### src/sv/imu_frame_deframer_scaler_top_assert.svh
// Assertion macros for the IMU frame deframer and scaler.
// Included by the top level; no other dependencies.
`ifndef IMU_FRAME_DEFRAMER_SCALER_TOP_ASSERT_SVH
`define IMU_FRAME_DEFRAMER_SCALER_TOP_ASSERT_SVH
`ifndef SYNTHESIS
`define IMU_FDS_ASSERT(lbl, clk, rstn, ante, cons) \
	lbl: assert property (@(posedge clk) disable iff (!rstn) (ante) |-> (cons)) \
		else $error("imu_fds assertion failed");
`define IMU_FDS_ASSERT_NEXT(lbl, clk, rstn, ante, cons) \
	lbl: assert property (@(posedge clk) disable iff (!rstn) (ante) |=> (cons)) \
		else $error("imu_fds assertion failed");
`else
`define IMU_FDS_ASSERT(lbl, clk, rstn, ante, cons)
`define IMU_FDS_ASSERT_NEXT(lbl, clk, rstn, ante, cons)
`endif
`endif

### src/sv/imu_fds_pkg.sv
// Types and constants for the IMU frame deframer and scaler.
// No dependencies.
package imu_fds_pkg;

	localparam int GainWidth  = 20;
	localparam int ValueWidth = 21;
	localparam int AxisBytes  = 6;

	localparam logic [GainWidth-1:0] AccelGainRst = 20'd40141;
	localparam logic [GainWidth-1:0] RateGainRst  = 20'd512000;
	localparam logic [GainWidth-1:0] AngleGainRst = 20'd46080;

	localparam logic [7:0] HdrByte = 8'h55;
	localparam logic [7:0] TypeLo  = 8'h51;
	localparam logic [7:0] TypeHi  = 8'h54;

	localparam logic [3:0] PosHunt      = 4'd0;
	localparam logic [3:0] PosType      = 4'd1;
	localparam logic [3:0] PosFirstData = 4'd2;
	localparam logic [3:0] PosSum       = 4'd10;

	typedef enum logic [1:0] {
		KIND_ACCEL,
		KIND_RATE,
		KIND_ANGLE,
		KIND_MAG
	} kind_t;

	typedef enum logic [1:0] {
		STATUS_OK,
		STATUS_BAD_TYPE,
		STATUS_BAD_SUM
	} status_t;

	typedef enum logic [1:0] {
		REG_ACCEL_GAIN,
		REG_RATE_GAIN,
		REG_ANGLE_GAIN
	} cfg_reg_t;

endpackage

### src/sv/imu_frame_deframer_scaler_top.sv
// IMU serial frame deframer and scaler: top level.
// Depends on imu_fds_pkg and imu_frame_deframer_scaler_top_assert.svh.
`include "imu_frame_deframer_scaler_top_assert.svh"

// Takes one received byte per beat at up to one beat per cycle and hunts for
// eleven-byte frames that open with 0x55, reporting a bad type byte or a bad
// checksum as a result of its own and otherwise three axis values scaled to
// Q.8 by the gain register of the frame type, except for magnetic frames, whose
// raw values are passed sign-extended. A byte is registered on acceptance and
// processed from that register; the result register is loaded when the stage
// advances on the completing byte. The rate is set by the single processing
// stage, which holds its byte only when it must emit a result while the result
// register is occupied and not being read in the same cycle.
module imu_frame_deframer_scaler_top (
	input  logic                                clk,
	input  logic                                arst_n,
	input  logic                                cfg_we,
	input  logic [1:0]                          cfg_index,
	input  logic [imu_fds_pkg::GainWidth-1:0]   cfg_data,
	input  logic                                rx_valid,
	output logic                                rx_ready,
	input  logic [7:0]                          rx_byte,
	output logic                                res_valid,
	input  logic                                res_ready,
	output logic [1:0]                          frame_kind,
	output logic [1:0]                          status,
	output logic signed [imu_fds_pkg::ValueWidth-1:0] x_value,
	output logic signed [imu_fds_pkg::ValueWidth-1:0] y_value,
	output logic signed [imu_fds_pkg::ValueWidth-1:0] z_value
);
	import imu_fds_pkg::*;

	logic [GainWidth-1:0] accel_gain_q;
	logic [GainWidth-1:0] rate_gain_q;
	logic [GainWidth-1:0] angle_gain_q;

	logic       valid_s1;
	logic [7:0] rx_byte_s1;

	logic [3:0] byte_pos_q;
	logic [7:0] sum_q;
	kind_t      kind_q;
	logic [7:0] axis_byte_q [AxisBytes];

	logic                         res_valid_q;
	kind_t                        kind_res_q;
	status_t                      status_res_q;
	logic signed [ValueWidth-1:0] x_res_q;
	logic signed [ValueWidth-1:0] y_res_q;
	logic signed [ValueWidth-1:0] z_res_q;

	logic       emit;
	logic       adv_s1;
	logic       pay_we;
	logic [3:0] pos_d;
	logic [7:0] sum_d;
	kind_t      kind_d;
	kind_t      kind_out;
	status_t    status_out;
	logic [7:0] type_off;
	logic [3:0] data_off;

	logic [GainWidth-1:0]         gain;
	logic signed [GainWidth:0]    gain_s;
	logic signed [15:0]           raw_x;
	logic signed [15:0]           raw_y;
	logic signed [15:0]           raw_z;
	logic signed [36:0]           prod_x;
	logic signed [36:0]           prod_y;
	logic signed [36:0]           prod_z;
	logic signed [ValueWidth-1:0] x_out;
	logic signed [ValueWidth-1:0] y_out;
	logic signed [ValueWidth-1:0] z_out;

	always_ff @(posedge clk or negedge arst_n) begin
		if (!arst_n) begin
			accel_gain_q <= AccelGainRst;
			rate_gain_q  <= RateGainRst;
			angle_gain_q <= AngleGainRst;
		end else if (cfg_we) begin
			case (cfg_reg_t'(cfg_index))
				REG_ACCEL_GAIN: accel_gain_q <= cfg_data;
				REG_RATE_GAIN:  rate_gain_q  <= cfg_data;
				REG_ANGLE_GAIN: angle_gain_q <= cfg_data;
				default: ;
			endcase
		end
	end

	always_comb begin
		pos_d      = byte_pos_q;
		sum_d      = sum_q;
		kind_d     = kind_q;
		kind_out   = kind_q;
		status_out = STATUS_OK;
		emit       = 1'b0;
		pay_we     = 1'b0;
		type_off   = rx_byte_s1 - TypeLo;
		data_off   = byte_pos_q - PosFirstData;
		if (byte_pos_q == PosHunt || byte_pos_q > PosSum) begin
			pos_d = PosHunt;
			if (rx_byte_s1 == HdrByte) begin
				sum_d = rx_byte_s1;
				pos_d = PosType;
			end
		end else if (byte_pos_q == PosType) begin
			if (rx_byte_s1 < TypeLo || rx_byte_s1 > TypeHi) begin
				pos_d      = PosHunt;
				emit       = 1'b1;
				status_out = STATUS_BAD_TYPE;
				kind_out   = KIND_ACCEL;
			end else begin
				kind_d = kind_t'(type_off[1:0]);
				sum_d  = sum_q + rx_byte_s1;
				pos_d  = PosFirstData;
			end
		end else if (byte_pos_q < PosSum) begin
			sum_d  = sum_q + rx_byte_s1;
			pos_d  = byte_pos_q + 4'd1;
			pay_we = (data_off < 4'(AxisBytes));
		end else begin
			pos_d = PosHunt;
			emit  = 1'b1;
			if (sum_q != rx_byte_s1) begin
				status_out = STATUS_BAD_SUM;
			end
		end
	end

	always_comb begin
		case (kind_q)
			KIND_ACCEL: gain = accel_gain_q;
			KIND_RATE:  gain = rate_gain_q;
			default:    gain = angle_gain_q;
		endcase
	end

	assign gain_s = {1'b0, gain};
	assign raw_x  = {axis_byte_q[1], axis_byte_q[0]};
	assign raw_y  = {axis_byte_q[3], axis_byte_q[2]};
	assign raw_z  = {axis_byte_q[5], axis_byte_q[4]};
	assign prod_x = raw_x * gain_s;
	assign prod_y = raw_y * gain_s;
	assign prod_z = raw_z * gain_s;

	always_comb begin
		x_out = '0;
		y_out = '0;
		z_out = '0;
		if (status_out == STATUS_OK) begin
			if (kind_q == KIND_MAG) begin
				x_out = {{(ValueWidth-16){raw_x[15]}}, raw_x};
				y_out = {{(ValueWidth-16){raw_y[15]}}, raw_y};
				z_out = {{(ValueWidth-16){raw_z[15]}}, raw_z};
			end else begin
				x_out = prod_x[35:15];
				y_out = prod_y[35:15];
				z_out = prod_z[35:15];
			end
		end
	end

	assign adv_s1   = valid_s1 && (!emit || !res_valid_q || res_ready);
	assign rx_ready = !valid_s1 || adv_s1;

	always_ff @(posedge clk or negedge arst_n) begin
		if (!arst_n) begin
			valid_s1 <= 1'b0;
		end else if (rx_ready) begin
			valid_s1 <= rx_valid;
		end
	end

	always_ff @(posedge clk) begin
		if (rx_ready && rx_valid) begin
			rx_byte_s1 <= rx_byte;
		end
	end

	always_ff @(posedge clk or negedge arst_n) begin
		if (!arst_n) begin
			byte_pos_q <= PosHunt;
			sum_q      <= '0;
			kind_q     <= KIND_ACCEL;
		end else if (adv_s1) begin
			byte_pos_q <= pos_d;
			sum_q      <= sum_d;
			kind_q     <= kind_d;
		end
	end

	always_ff @(posedge clk) begin
		if (adv_s1 && pay_we) begin
			axis_byte_q[data_off[2:0]] <= rx_byte_s1;
		end
	end

	always_ff @(posedge clk or negedge arst_n) begin
		if (!arst_n) begin
			res_valid_q <= 1'b0;
		end else if (adv_s1 && emit) begin
			res_valid_q <= 1'b1;
		end else if (res_ready) begin
			res_valid_q <= 1'b0;
		end
	end

	always_ff @(posedge clk) begin
		if (adv_s1 && emit) begin
			kind_res_q   <= kind_out;
			status_res_q <= status_out;
			x_res_q      <= x_out;
			y_res_q      <= y_out;
			z_res_q      <= z_out;
		end
	end

	assign res_valid  = res_valid_q;
	assign frame_kind = kind_res_q;
	assign status     = status_res_q;
	assign x_value    = x_res_q;
	assign y_value    = y_res_q;
	assign z_value    = z_res_q;

	`IMU_FDS_ASSERT(a_pos_range, clk, arst_n, 1'b1, byte_pos_q <= PosSum)
	`IMU_FDS_ASSERT(a_stall_cause, clk, arst_n, !rx_ready, valid_s1 && res_valid_q && emit)
	`IMU_FDS_ASSERT_NEXT(a_frame_end_hunts, clk, arst_n, adv_s1 && emit, byte_pos_q == PosHunt)
	`IMU_FDS_ASSERT(a_bad_type_zero, clk, arst_n, res_valid_q && status_res_q == STATUS_BAD_TYPE,
		kind_res_q == KIND_ACCEL && x_res_q == '0 && y_res_q == '0 && z_res_q == '0)

endmodule

### config.mk
export PLATFORM = sky130hd
export DESIGN_NAME = imu_frame_deframer_scaler_top
export DESIGN_NICKNAME = d
export VERILOG_FILES = /design/src/sv/imu_fds_pkg.sv /design/src/sv/imu_frame_deframer_scaler_top.sv
export VERILOG_INCLUDE_DIRS = /design/src /design/src/sv
export SDC_FILE = /design/constraint.sdc
export NUM_CORES = 2
export LEC_CHECK = 0
export BUFFER_PORTS_ARGS = -buffer_cell sky130_fd_sc_hd__buf_2
export CAP_MARGIN = 20
export CORE_MARGIN = 2
export CORE_UTILIZATION = 50
export DETAILED_ROUTE_END_ITERATION = 7
export GPL_ROUTABILITY_DRIVEN = 0
export PLACE_DENSITY = 0.66
export SLEW_MARGIN = 30
export SYNTH_ARGS = -nofsm -noshare
export SYNTH_HDL_FRONTEND = slang
export SYNTH_SLANG_ARGS = --single-unit
### constraint.sdc
create_clock -name clk -period 10.28 [get_ports clk]
set_input_delay 2.056 -clock clk [delete_from_list [all_inputs] [get_ports clk]]
set_output_delay 2.056 -clock clk [all_outputs]
set_load 0.01 [all_outputs]
# Word level (Yosys, flattened, before mapping)
# Memories as Yosys holds them, arrays and structs flattened.
# Index checks and enable logic that the tools add are counted.
# word_totals
regBits	151
ram_bits	48
inputBits	35
out_inout_bits	69
wordCells	94
memories	1
# mem_list
name	words	width	read_ports	rd_ports_with_merged_regs	wr	line_no	rtl
axis_byte_q	6	8	6	0	1	imu_frame_deframer_scaler_top.sv:43	logic [7:0] axis_byte_q [AxisBytes];
# op_classes
add_sub_neg	4
multipliers	3
n_lt_le_gt_ge	5
n_eq_ne	9
muxes	33
bitwise_logic	2
n_reduce_logical	23
# ops
operator	count
$mul 16x21->36	3
$mux 21	3
$mux 8	5
$pmux 20 s2	1
$mux 2	8
$mux 1	13
$mux 4	3
$add 8x8->8	1
$eq 8x7->1 const B	1
$gt 8x7->1 const B	1
$lt 8x7->1 const B	1
$ne 8x8->1	1
$reduce_and 4->1	2
$logic_not 2->1	3
$reduce_and 2->1	3
$logic_or 1x1->1	5
$add 4x1->4 const B	1
$eq 2x1->1 const B	2
$eq 2x2->1 const B	2
$eq 4x1->1 const B	1
$gt 4x4->1 const B	1
$logic_and 1x1->1	4
$logic_not 4->1	1
$lt 4x3->1 const B	1
other kinds (9)	12

# Longest topological paths before layout
# logic_depth
ltp_word	12
mapped_depth	30
mapped_depth_nobuf	25

# Worst setup path after synthesis
# Ideal clock, no wire load.
# synth_timing
kind	register -> register
startpoint	register kind_q[0]
endpoint	register x_res_q[15] (netlist: x_value[15]) (data pin)
setup_time_ns	0.264
arrival_ns	6.964
t_required_ns	10.016
slack_ns	3.053
path_stages_with_launch	30
n_path_buf	5
period_less_slack_ns	7.227
cell_sequence	dfrtp_1 buf_4 buf_2 buf_2 mux2i_1 o21ai_0 clkbuf_1 clkbuf_1 nand2_1 fa_1 inv_1 fa_1 inv_1 fa_1 inv_1 fa_1 fa_1 inv_1 fa_1 inv_1 ha_1 a21oi_1 nor2b_1 a311o_1 a211o_1 o221ai_1 a31oi_1 a221oi_1 xnor2_1 o21ai_1
# synth_via
elab_chain_cells	4
elab_cells_between_ends	6
classes_between	1 x mul; 2 x eq/ne; 2 x mux; 1 x reduce/logical
# synth_rtl
element	line_no	rtl
start, declared	imu_frame_deframer_scaler_top.sv:42	kind_t kind_q;
start signal, assigned	imu_frame_deframer_scaler_top.sv:188	kind_q <= kind_d;
$eq 2x1->1 or $logic_not 2->1 (tied branches)	imu_frame_deframer_scaler_top.sv:131	case (kind_q)
$pmux 20 s2	imu_frame_deframer_scaler_top.sv:131	
$mul 16x21->36	imu_frame_deframer_scaler_top.sv:142	assign prod_x = raw_x * gain_s;
$mux 21 (*)	imu_frame_deframer_scaler_top.sv:151	if (kind_q == KIND_MAG) begin
end signal, assigned	imu_frame_deframer_scaler_top.sv:212	x_res_q <= x_out;
end, declared	imu_frame_deframer_scaler_top.sv:48	logic signed [ValueWidth-1:0] x_res_q;
# Mark *: on every way between the ends. The rest lies on a longest branch, timed or not.
# A chain may end at the register's enable or synchronous reset.

# Final worst setup path
# layout_timing
startpoint	register kind_q[1]
endpoint	register z_res_q[15] (netlist: z_value[15]) (data pin)
# layout_via
elab_chain_cells	4
elab_cells_between_ends	6
classes_between	1 x mul; 2 x eq/ne; 2 x mux; 1 x reduce/logical
# layout_rtl
element	line_no	rtl
$eq 2x1->1 or $logic_not 2->1 (tied branches)	imu_frame_deframer_scaler_top.sv:131	
$pmux 20 s2	imu_frame_deframer_scaler_top.sv:131	
$mul 16x21->36	imu_frame_deframer_scaler_top.sv:144	assign prod_z = raw_z * gain_s;
$mux 21 (*)	imu_frame_deframer_scaler_top.sv:151	
end signal, assigned	imu_frame_deframer_scaler_top.sv:214	z_res_q <= z_out;
end, declared	imu_frame_deframer_scaler_top.sv:50	logic signed [ValueWidth-1:0] z_res_q;
# Marks and branches as above.

==> impl_metrics.yaml <==
placed_design:
  dpl.cell_count: 5214
  portBuffers: 103
  dp_hpwl_um: 76100
  place_area_um2: 41300
critical_path:
  worstSetupStartpointType: "register"
  worst_ep_arrival_time_ns: 8.71
  critPathMostFrequentCell: "fa_1"
  path_class: "register to register"
  ff2ff_path_depth: 25
  slowest_stage: "dfrtp_2"
  r2r_start: "kind_q[1]"
  cp_slowest_stage_delay_ns: 0.93
  r2r_setup_slack_ns: 1.82
  crit_required_ns: 10.53
  cp_top_family: "adder cells"
  cp_max_fo: 32
  worstSetupEndpointType: "register"
  reg2reg_to: "z_value[15]"
  critPathBufInv: 6
die:
  die_h_um: 285
  row_count: 103
  initial_core_util_pct: 50.3
  core-area_um2: 78600
  pin_count: 104
  dieWidth_um: 285
  dieArea_um2: 81400
clocking:
  insertion_delay_ns: 0.52
  cts_setup_buffers: 0
  clkTransAtPathRegs_ns: 0.08
  cts_max_level: 4
  cts_root_buffer: "clkbuf_16"
  cts_tree: "done"
  clock_path_buffers: 2
  cts_buffers: 17
  post_cts_resized: 0
  hold_buffers: 0
  clock_sinks: 199
synthesis:
  synth_common_cells: "899 x inv_1, 748 x fa_1, 623 x nand2_1"
  syn_nets: 5393
  syn_area_per_cell_um2: 9.37
  ys.warnings.count: 0
  synth_top_area_share_pct: 37.8
  yosysMostFrequentCell: "inv_1"
  synth_top_cell_by_area: "fa_1"
  synth_area_um2: 39600
  ys_types: 77
  synthTopCellsByArea: "fa_1 38%, ha_1 12%, edfxtp_1 9.3%"
  synthArstFlopShare_pct: 38.2
  synthFlopType: "edfxtp_1"
  synth_edf_count: 123
  ys_seq_elements: 199
  ys_seq_area_share_pct: 14.2
  synth_cells: 4226
finish:
  final_net_count: 5353
  final_cell_area_um2: 42000
  stdcell_count: 5251
  fillCellCount: 7230
  multi_input_area_um2: 30000
  final_util_pct: 53.5
  seq_area_um2: 5620
  area_growth_syn_to_layout_pct: 6.17
  drive_above_1_share_pct: 7.84
global_routing:
  grt_max_degree: 77
  antenna_found_initial: 3
  grt_pass1_wl_um: 166000
  track_usage_pct: 26.2
  grt_pass1_vias: 30800
  grt_overflow_total: 0
route:
  drtPass1Iterations: 5
  drc: 0
  vias_per_cell: 5.42
  vias: 28500
  dr.first_iter.drc_count: 1801
  avgRoutedWirePerCell_um: 19.2
  routed_wl_um: 101000
  ant_nets: 0
sta:
  slew_violations: 0
  tightest_slew_ns: 1.01
  setup_violations: 0
  relSlewSlack_pct: 32.9
  period_needed_ns: 8.46
  hold_viol: 0
  tns_ns: 0
  rsz0062_at_grt: "false"
  max_freq_mhz: 118
  post-route-period-util_pct: 82.3
  finalClockSkew_ns: 0.0197
hold_path:
  hold_depth: 1
  whs_endpoint: "angle_gain_q[6]"
  holdCritPathClass: "register to register"
  hp-start: "angle_gain_q[6]"
flow_run:
  maxCapViolCount: 0
status:
  outcome: "finished, final reports clean"
[worst max-delay path by stage]
stage	startpoint	endpoint	slack, ns	depth (start not counted)
3_3_place_gp	kind_q[0]	x_value[20]	2.05	23
3_5_place_dp	kind_q[0]	x_value[7]	1.96	23
4_1_cts	kind_q[0]	x_value[7]	1.90	23
5_1_grt	kind_q[1]	x_value[19]	1.45	24
6_report	kind_q[1]	z_value[15]	1.82	25
2_1_floorplan	kind_q[0]	x_value[15]	3.05	29
[cell families (layout without fill, tap and decap cells)]
group / after synthesis / after routing / synth area share (%)
and+or+nand+nor: 1265 / 1265 / 15.5
adders and majority gates: 1132 / 1132 / 50.0
buffers and inverters: 1128 / 1101 / 10.7
muxes: 85 / 85 / 2.34
xor gates and xnor gates: 76 / 76 / 1.68
DFF: 199 / 199 / 14.2
AOI/OAI and AO/OA: 341 / 341 / 5.58
other: 0 / 2 / 0
[worst register-to-register path, stage by stage, from the launching register on]
cell and delay (ns):
dfrtp_2 0.93, buf_4 0.52, nand2_1 0.17, o21ai_4 0.13
buf_4 0.48, and2_1 0.25, fa_1 0.41, inv_1 0.08
fa_1 0.43, fa_1 0.53, inv_1 0.07, fa_1 0.45
fa_1 0.52, inv_1 0.05, fa_1 0.47, inv_1 0.04
ha_1 0.34, nand4_1 0.16, nor4_1 0.36, nand3_1 0.26
a41oi_1 0.41, a21boi_1 0.19, o21ai_1 0.53, a31o_2 0.27
xnor2_1 0.11, o21ai_1 0.07
[sequential cells by signal, summed over array words and instances (netlist names), 2 cells and up]
register and flops:
accel_gain_q 20, angle_gain_q 20, axis_byte_q 48, byte_pos_q 4, frame_kind 2, kind_q 2
rate_gain_q 20, rx_byte_s1 8, status 2, sum_q 8, x_value 21, y_value 21
z_value 21
[metrics by stage]
step	worst slack [ns]	hold slack (ns)
2_1_floorplan	3.05	0.479
3_3_place_gp	2.05	0.487
3_5_place_dp	1.96	0.495
4_1_cts	1.90	0.515
5_1_grt	1.45	0.519
6_report	1.82	0.510
[final cells by class]
type / instances / share of cell area [%]
well taps: 1050 / 3.13
flip-flops and latches: 199 / 13.4
clock inverters: 15 / 0.465
clock buffers: 17 / 1.01
repair buffers: 170 / 2.67
diodes: 2 / 0.0119
multi-input cells: 2899 / 71.3
inverters: 899 / 8.03
[cell usage in the layout (no fill, tap or decap), drive strengths merged, types with 61 or more instances in the layout]
| master | instances |
|---|---|
| o21ai | 86 |
| fa | 748 |
| a21oi | 106 |
| buf | 170 |
| inv | 905 |
| nor2 | 87 |
| and2 | 429 |
| mux2 | 61 |
| nand2 | 624 |
| edfxtp | 123 |
| ha | 384 |
[layer usage]
metal	part of all wire (%)	global-route usage (%)	vias to the layer above	wire [µm]
li1	-	-	12700	-
met1	41	34.2	14600	41500
met3	5.9	3.64	213	5990
met5	0	0	-	0
met4	4.7	11.7	0	4770
met2	48	43.7	917	48700
Power is left out: the tool's default activity adds up to more than one toggle a clock period on the data nets, which glitch-free logic cannot reach.
